File: src/hdl/apb_pkg.sv
// Package for the ARGB pixel blend unit: stage record types, register
// indexes, factor and operation codes, and the per-channel blend functions.
// No dependencies.
package apb_pkg;

  localparam int unsigned CfgIndexWidth = 3;
  localparam int unsigned CfgDataWidth  = 32;

  typedef enum logic [CfgIndexWidth-1:0] {
    CFG_SRC_FACTOR  = 3'd0,
    CFG_DST_FACTOR  = 3'd1,
    CFG_BLEND_OP    = 3'd2,
    CFG_TINT_ENABLE = 3'd3,
    CFG_TINT_COLOR  = 3'd4
  } cfg_index_t;

  typedef enum logic [3:0] {
    FACTOR_ZERO          = 4'd0,
    FACTOR_ONE           = 4'd1,
    FACTOR_SRC_ALPHA     = 4'd2,
    FACTOR_INV_SRC_ALPHA = 4'd3,
    FACTOR_DST_ALPHA     = 4'd4,
    FACTOR_INV_DST_ALPHA = 4'd5,
    FACTOR_SRC_COLOR     = 4'd6,
    FACTOR_DST_COLOR     = 4'd7,
    FACTOR_INV_SRC_COLOR = 4'd8,
    FACTOR_INV_DST_COLOR = 4'd9
  } factor_t;

  typedef enum logic [1:0] {
    OP_ADD      = 2'd0,
    OP_SUBTRACT = 2'd1,
    OP_REV_SUB  = 2'd2,
    OP_KEEP_DST = 2'd3
  } blend_op_t;

  localparam logic [7:0] ChannelMax = 8'd255;

  typedef struct packed {
    logic [7:0]      src_alpha;
    logic [2:0][7:0] src_color;
    logic [7:0]      dst_alpha;
    logic [2:0][7:0] dst_color;
    logic            modified;
    logic            row_end;
  } tint_stage_t;

  typedef struct packed {
    logic [7:0]       alpha;
    logic [2:0][15:0] src_term;
    logic [2:0][15:0] dst_term;
    logic [2:0][7:0]  dst_color;
    logic             modified;
    logic             row_end;
  } term_stage_t;

  typedef struct packed {
    logic [7:0]      alpha;
    logic [2:0][7:0] color;
    logic            modified;
    logic            row_end;
  } out_stage_t;

  function automatic logic [7:0] pick_factor(logic [3:0] code, logic [7:0] sa,
                                             logic [7:0] da, logic [7:0] sc,
                                             logic [7:0] dc);
    logic [7:0] f;
    case (code)
      FACTOR_ZERO:          f = 8'd0;
      FACTOR_ONE:           f = ChannelMax;
      FACTOR_SRC_ALPHA:     f = sa;
      FACTOR_INV_SRC_ALPHA: f = ChannelMax - sa;
      FACTOR_DST_ALPHA:     f = da;
      FACTOR_INV_DST_ALPHA: f = ChannelMax - da;
      FACTOR_SRC_COLOR:     f = sc;
      FACTOR_DST_COLOR:     f = dc;
      FACTOR_INV_SRC_COLOR: f = ChannelMax - sc;
      FACTOR_INV_DST_COLOR: f = ChannelMax - dc;
      default:              f = ChannelMax;
    endcase
    return f;
  endfunction

  function automatic logic [7:0] combine(logic [1:0] op, logic [15:0] st,
                                         logic [15:0] dt, logic [7:0] dc);
    logic [16:0] sum;
    logic [15:0] diff;
    logic [7:0]  v;
    sum  = {1'b0, st} + {1'b0, dt};
    diff = 16'd0;
    case (op)
      OP_ADD: begin
        v = sum[16] ? ChannelMax : sum[15:8];
      end
      OP_SUBTRACT: begin
        diff = st - dt;
        v = (st < dt) ? 8'd0 : diff[15:8];
      end
      OP_REV_SUB: begin
        diff = dt - st;
        v = (dt < st) ? 8'd0 : diff[15:8];
      end
      default: begin
        v = dc;
      end
    endcase
    return v;
  endfunction

endpackage

File: src/hdl/argb_pixel_blend_unit.sv
// ARGB pixel blend unit: three-stage pipeline with a configuration register bank.
// A request passes in order through the tint, factor product and combine stage registers.
// Throughput is one pixel per cycle while out_stall does not hold the pipeline.
// Each stage holds only while the stage after it is full and held, so bubbles close up.
// Synchronous active-high reset clears the stage valid bits and loads the register
// defaults; pixel data registers are not reset. Depends on apb_pkg.
module argb_pixel_blend_unit (
  input  logic                                clk,
  input  logic                                rst,
  input  logic                                cfg_write_en,
  input  logic [apb_pkg::CfgIndexWidth-1:0]   cfg_index,
  input  logic [apb_pkg::CfgDataWidth-1:0]    cfg_data,
  input  logic                                in_valid,
  output logic                                in_stall,
  input  logic [7:0]                          src_alpha,
  input  logic [7:0]                          src_red,
  input  logic [7:0]                          src_green,
  input  logic [7:0]                          src_blue,
  input  logic [7:0]                          dst_alpha,
  input  logic [7:0]                          dst_red,
  input  logic [7:0]                          dst_green,
  input  logic [7:0]                          dst_blue,
  input  logic                                row_end,
  output logic                                out_valid,
  input  logic                                out_stall,
  output logic [7:0]                          out_alpha,
  output logic [7:0]                          out_red,
  output logic [7:0]                          out_green,
  output logic [7:0]                          out_blue,
  output logic                                modified,
  output logic                                row_end_out
);
  import apb_pkg::*;

  logic [3:0]  src_factor;
  logic [3:0]  dst_factor;
  logic [1:0]  blend_op;
  logic        tint_enable;
  logic [31:0] tint_color;

  always_ff @(posedge clk) begin
    if (rst) begin
      src_factor  <= FACTOR_SRC_ALPHA;
      dst_factor  <= FACTOR_INV_SRC_ALPHA;
      blend_op    <= OP_ADD;
      tint_enable <= 1'b0;
      tint_color  <= 32'hFFFF_FFFF;
    end else if (cfg_write_en) begin
      unique case (cfg_index)
        CFG_SRC_FACTOR:  src_factor  <= cfg_data[3:0];
        CFG_DST_FACTOR:  dst_factor  <= cfg_data[3:0];
        CFG_BLEND_OP:    blend_op    <= cfg_data[1:0];
        CFG_TINT_ENABLE: tint_enable <= cfg_data[0];
        CFG_TINT_COLOR:  tint_color  <= cfg_data[31:0];
        default: ;
      endcase
    end
  end

  logic        valid1, valid2, valid3;
  logic        ready1, ready2, ready3;
  tint_stage_t stage1, stage1_next;
  term_stage_t stage2, stage2_next;
  out_stage_t  stage3, stage3_next;

  assign ready3   = !valid3 || !out_stall;
  assign ready2   = !valid2 || ready3;
  assign ready1   = !valid1 || ready2;
  assign in_stall = !ready1;

  logic            tint_on;
  logic [3:0][7:0] src_in;
  logic [3:0][7:0] tint_ch;
  logic [3:0][15:0] tint_prod;

  assign tint_on = tint_enable && (tint_color[31:24] != 8'd0);
  assign src_in  = {src_alpha, src_red, src_green, src_blue};
  assign tint_ch = tint_color;

  always_comb begin
    for (int i = 0; i < 4; i++) begin
      tint_prod[i] = {8'd0, src_in[i]} * {8'd0, tint_ch[i]};
    end
    stage1_next.src_alpha = tint_on ? tint_prod[3][15:8] : src_alpha;
    for (int i = 0; i < 3; i++) begin
      stage1_next.src_color[i] = tint_on ? tint_prod[i][15:8] : src_in[i];
    end
    stage1_next.dst_alpha = dst_alpha;
    stage1_next.dst_color = {dst_red, dst_green, dst_blue};
    stage1_next.modified  = (src_alpha != 8'd0);
    stage1_next.row_end   = row_end;
  end

  always_comb begin
    logic [7:0] fs;
    logic [7:0] fd;
    for (int i = 0; i < 3; i++) begin
      fs = pick_factor(src_factor, stage1.src_alpha, stage1.dst_alpha,
                       stage1.src_color[i], stage1.dst_color[i]);
      fd = pick_factor(dst_factor, stage1.src_alpha, stage1.dst_alpha,
                       stage1.src_color[i], stage1.dst_color[i]);
      stage2_next.src_term[i] = {8'd0, stage1.src_color[i]} * {8'd0, fs};
      stage2_next.dst_term[i] = {8'd0, stage1.dst_color[i]} * {8'd0, fd};
    end
    if (!stage1.modified) begin
      stage2_next.alpha = stage1.dst_alpha;
    end else begin
      stage2_next.alpha = (stage1.src_alpha > stage1.dst_alpha) ?
                          stage1.src_alpha : stage1.dst_alpha;
    end
    stage2_next.dst_color = stage1.dst_color;
    stage2_next.modified  = stage1.modified;
    stage2_next.row_end   = stage1.row_end;
  end

  always_comb begin
    for (int i = 0; i < 3; i++) begin
      stage3_next.color[i] = stage2.modified ?
          combine(blend_op, stage2.src_term[i], stage2.dst_term[i],
                  stage2.dst_color[i]) :
          stage2.dst_color[i];
    end
    stage3_next.alpha    = stage2.alpha;
    stage3_next.modified = stage2.modified;
    stage3_next.row_end  = stage2.row_end;
  end

  always_ff @(posedge clk) begin
    if (rst) begin
      valid1 <= 1'b0;
      valid2 <= 1'b0;
      valid3 <= 1'b0;
    end else begin
      if (ready1) valid1 <= in_valid;
      if (ready2) valid2 <= valid1;
      if (ready3) valid3 <= valid2;
    end
  end

  always_ff @(posedge clk) begin
    if (ready1 && in_valid) stage1 <= stage1_next;
    if (ready2 && valid1)   stage2 <= stage2_next;
    if (ready3 && valid2)   stage3 <= stage3_next;
  end

  assign out_valid   = valid3;
  assign out_alpha   = stage3.alpha;
  assign out_red     = stage3.color[2];
  assign out_green   = stage3.color[1];
  assign out_blue    = stage3.color[0];
  assign modified    = stage3.modified;
  assign row_end_out = stage3.row_end;

  // The input side is held back only when every stage is full and the output waits.
  assert property (@(posedge clk) disable iff (rst)
    in_stall |-> (valid1 && valid2 && valid3 && out_stall))
    else $error("input stalled while the pipeline has room");

  assert property (@(posedge clk) rst |=> !valid1 && !valid2 && !valid3)
    else $error("pipeline valid bits not cleared by reset");

  assert property (@(posedge clk) disable iff (rst)
    (valid2 && ready3) |=> valid3)
    else $error("request lost between the product and combine stages");

  assert property (@(posedge clk) disable iff (rst)
    (valid1 && !ready2) |=> valid1 && $stable(stage1))
    else $error("held tint stage changed");

endmodule
File: config.mk
export PLATFORM = sky130hd
export DESIGN_NAME = argb_pixel_blend_unit
export DESIGN_NICKNAME = d
export VERILOG_FILES = /design/src/hdl/apb_pkg.sv /design/src/hdl/argb_pixel_blend_unit.sv
export SDC_FILE = /design/constraint.sdc
export NUM_CORES = 2
export LEC_CHECK = 0
export BUFFER_PORTS_ARGS = -buffer_cell sky130_fd_sc_hd__buf_4
export CAP_MARGIN = 20
export CORE_MARGIN = 2
export CORE_UTILIZATION = 45
export CTS_CLUSTER_SIZE = 28
export DETAILED_ROUTE_END_ITERATION = 16
export GPL_TIMING_DRIVEN = 0
export SLEW_MARGIN = 25
export SYNTH_ARGS = -nofsm -noshare
export SYNTH_HDL_FRONTEND = slang
export SYNTH_SLANG_ARGS = --single-unit
File: constraint.sdc
create_clock -name clk -period 25.9 [get_ports clk]
set_input_delay 5.18 -clock clk [delete_from_list [all_inputs] [get_ports clk]]
set_output_delay 5.18 -clock clk [all_outputs]
set_load 0.05 [all_outputs]
==> flow_summary_export.csv <==
group,metric,value,unit
outcome,status,"finished, final reports clean",
floorplanning,die_w,289,µm
clock_network,clk_pin_slew,0.05,ns
routing,wl,92700,µm
layout,fin_cells,5270,
layout,antenna_cells,0,
yosys,synth_top_family_by_area,"adder cells",
floorplanning,initial_core_util,0.455,
clock_network,cts-root-buf,"clkbuf_16",
clock_network,cts_resized,0,
yosys,synth_cells,4006,
clock_network,hold_buffers,0,
layout,final_layout_size_suffix_gt1_frac,0.0599,
timing,max_freq,0.0894,GHz
worst_hold_path,hold_class,"flip-flop to flip-flop",
layout,area_delta_synth_final,10.8,%
yosys,synthMuxAreaShare,0.0307,
layout,final_common_cell,"inv_1",
place,placed_area,39100,µm²
critical_path,crit_type,"primary input to primary output",
place,gp_congestion,0.889,
yosys,synth.distinct_cells,81,
yosys,synth_compound_area_frac,0.110,
yosys,async_reset_ff_frac,0,
clock_network,cts_tree,"built",
yosys,syn_avg_cell_area,9.14,µm²
power,p_comb_frac,0.694,
clock_network,htree_levels,2,
clock_network,postCtsSetupRepairBufs,0,
layout,fillCellCount,7607,
global_route,grt_pass1_vias,27600,
timing,fin_tns_setup,0,ns
layout,final_nets,5132,
timing,relSlewSlack,0.283,
layout,stdcell_area,40600,µm²
yosys,yosysSeqAreaShare,0.214,
floorplanning,dieArea,83700,µm²
critical_path,rr_worst_depth,22,
layout,multi_input_area,25800,µm²
global_route,grt-ovfl-total,0,
power,peakVddDrop,0.0583,mV
power,p_int,2.33,mW
timing,fin_hold_ws,0.418,ns
routing,drc,0,
routing,vias,27900,
critical_path,arrival,6.00,ns
power,cellPowerDensity,107,nW/µm²
yosys,synth_edf_count,230,
floorplanning,core_area,80500,µm²
place,numPlacedInstances,5198,
place,port_buffers,120,
timing,hold_violations,0,
floorplanning,ios,141,
critical_path,crit_fanout,3,
yosys,synthesis.area,36600,µm²
power,p_switching,2.01,mW
layout,fin_util,0.504,
global_route,antenna_found_initial,1,
critical_path,cp.required,20.72,ns
routing,avgRoutedWirePerCell,17.6,µm
yosys,synth-adder-area-share,0.362,
yosys,ys.warnings.count,0,
floorplanning,dieHeight,289,µm
timing,finClkSkew,0.0319,ns
place,pre_cts_slack,14.72,ns
clock_network,numCtsBuffers,40,
routing,final_antenna_net_count,0,
clock_network,clock_sinks,276,
layout,mostFrequentLayoutCells,"620 x inv_1, 491 x ha_1, 356 x fa_1, 348 x nor2b_1, 316 x nand2_1",
power,swShare,0.463,
place,hpwl,75700,µm
power,leakage,19.2,nW
timing,finalCriticalPeriod,11.18,ns
yosys,synth_simple_gate_area_frac,0.174,
routing,drtPass1Iterations,5,
timing,fin_crit_sh,0.432,
timing,worst_pin_slew,1.06,ns
floorplanning,rows,104,
critical_path,cp-start-kind,"primary input",
yosys,ys_ff_latch,276,
power,p_total,4.34,mW
routing,avgViaCountPerCell,5.28,
power,clkPwrFrac,0.141,
yosys,syn_nets,4958,
global_route,grt_pass1_wl,150000,µm
global_route,grt_usage,0.226,
timing,rsz0062_at_grt,"no",
job,cap_violations,0,
timing,drv_slew,0,
routing,drt_iter0_drc,1355,
yosys,synth-xor-area-share,0.0268,
clock_network,clkLatencyLatePin,0.59,ns
worst_hold_path,hold_depth,0,
global_route,grt_max_degree,27,
layout,register_area,7830,µm²
power,seqPwrFrac,0.165,
timing,setup_ws,14.72,ns
clock_network,clk_path_buf_depth,3,
timing,setup_viol,0,
critical_path,endpoint_kind,"primary output",
yosys,dominantRegCellSynth,"edfxtp_1",
-- power by group through the flow --
stage | Sequential, mW | Combinational (mW) | Clock [mW]
3_5_place_dp | 0.727 | 2.99 | 0
3_3_place_gp | 0.728 | 2.95 | 0
4_1_cts | 0.719 | 3.01 | 0.629
6_report | 0.717 | 3.01 | 0.611
2_1_floorplan | 0.721 | 2.32 | 0
5_1_grt | 0.729 | 3.45 | 0.646
-- worst max-delay path: stages --
cell and delay, ns:
buf_4 0.11, and3_1 0.24, and2_1 0.24, buf_4 0.23
-- flip-flops by register name, summed over array words and instances (netlist names) --
register,flops
blend_op,2
dst_factor,4
stage2,130
modified,1
out_alpha,8
out_blue,8
valid2,1
row_end_out,1
src_factor,4
tint_enable,1
out_valid,1
tint_ch,32
stage1,66
valid1,1
out_red,8
out_green,8
-- cell families after synthesis --
kind of cell / Yosys count
simple gates: 1237
flops: 276
mux: 112
xor+xnor: 112
fa+ha+maj: 847
buf+inv: 781
compound gates: 641
-- synthesized netlist by cell type, types with 7 or more instances --
cell type | n | area, µm²
xor2_1 | 22 | 193
nand2b_1 | 18 | 113
dfxtp_1 | 46 | 921
nor2_1 | 215 | 807
nand4_1 | 10 | 62.6
a211oi_1 | 18 | 135
inv_1 | 620 | 2330
o22ai_1 | 11 | 68.8
o211ai_1 | 27 | 203
buf_2 | 10 | 50.1
nor2b_1 | 350 | 2190
o31a_1 | 7 | 61.3
nor3_1 | 61 | 305
fa_1 | 356 | 7130
a21boi_0 | 12 | 90.1
nand3_1 | 36 | 180
a21oi_1 | 173 | 866
and3_1 | 17 | 106
mux2i_1 | 110 | 1100
a21o_1 | 25 | 188
and2_1 | 123 | 769
buf_1 | 51 | 191
nor4_1 | 11 | 68.8
a221o_1 | 8 | 80.1
ha_1 | 491 | 6140
nand2_1 | 316 | 1190
o31ai_1 | 22 | 165
xnor2_1 | 90 | 788
o21ai_0 | 214 | 1070
or2_2 | 14 | 87.6
o21bai_1 | 9 | 67.6
clkbuf_8 | 7 | 96.3
a31oi_1 | 23 | 144
o221ai_1 | 15 | 131
clkbuf_1 | 91 | 342
edfxtp_1 | 230 | 6910
nand3b_1 | 35 | 263
a41oi_1 | 8 | 70.1
or3_1 | 18 | 113
a211o_1 | 9 | 78.8
-- worst paths after layout --
check,start,to,slack (ns)
max,out_stall,in_stall,14.72
min,stage2[126],out_alpha[4],0.42
max reg2reg,src_factor[2],stage2[89],19.21
min reg2reg,stage2[126],out_alpha[4],0.42
-- layout make-up --
cell class	count	area share
multi-input combinational	2949	0.636
sequential	276	0.193
inverter	620	0.0573
tap	1060	0.0327
timing repair buffer	132	0.0287
clock buffer	50	0.0266
buffer	161	0.0171
clock inverter	22	0.00906
-- metal layers --
layer | wire [µm] | up-vias | share of wire | track usage
met4 | 2690 | 2 | 0.029 | 0.0680
li1 | - | 13600 | - | -
met3 | 4650 | 121 | 0.050 | 0.0308
met2 | 42700 | 610 | 0.46 | 0.368
met1 | 42700 | 13500 | 0.46 | 0.312
met5 | 12 | - | 0.00013 | 0
Note: power is estimated with default switching activity, not from simulation.
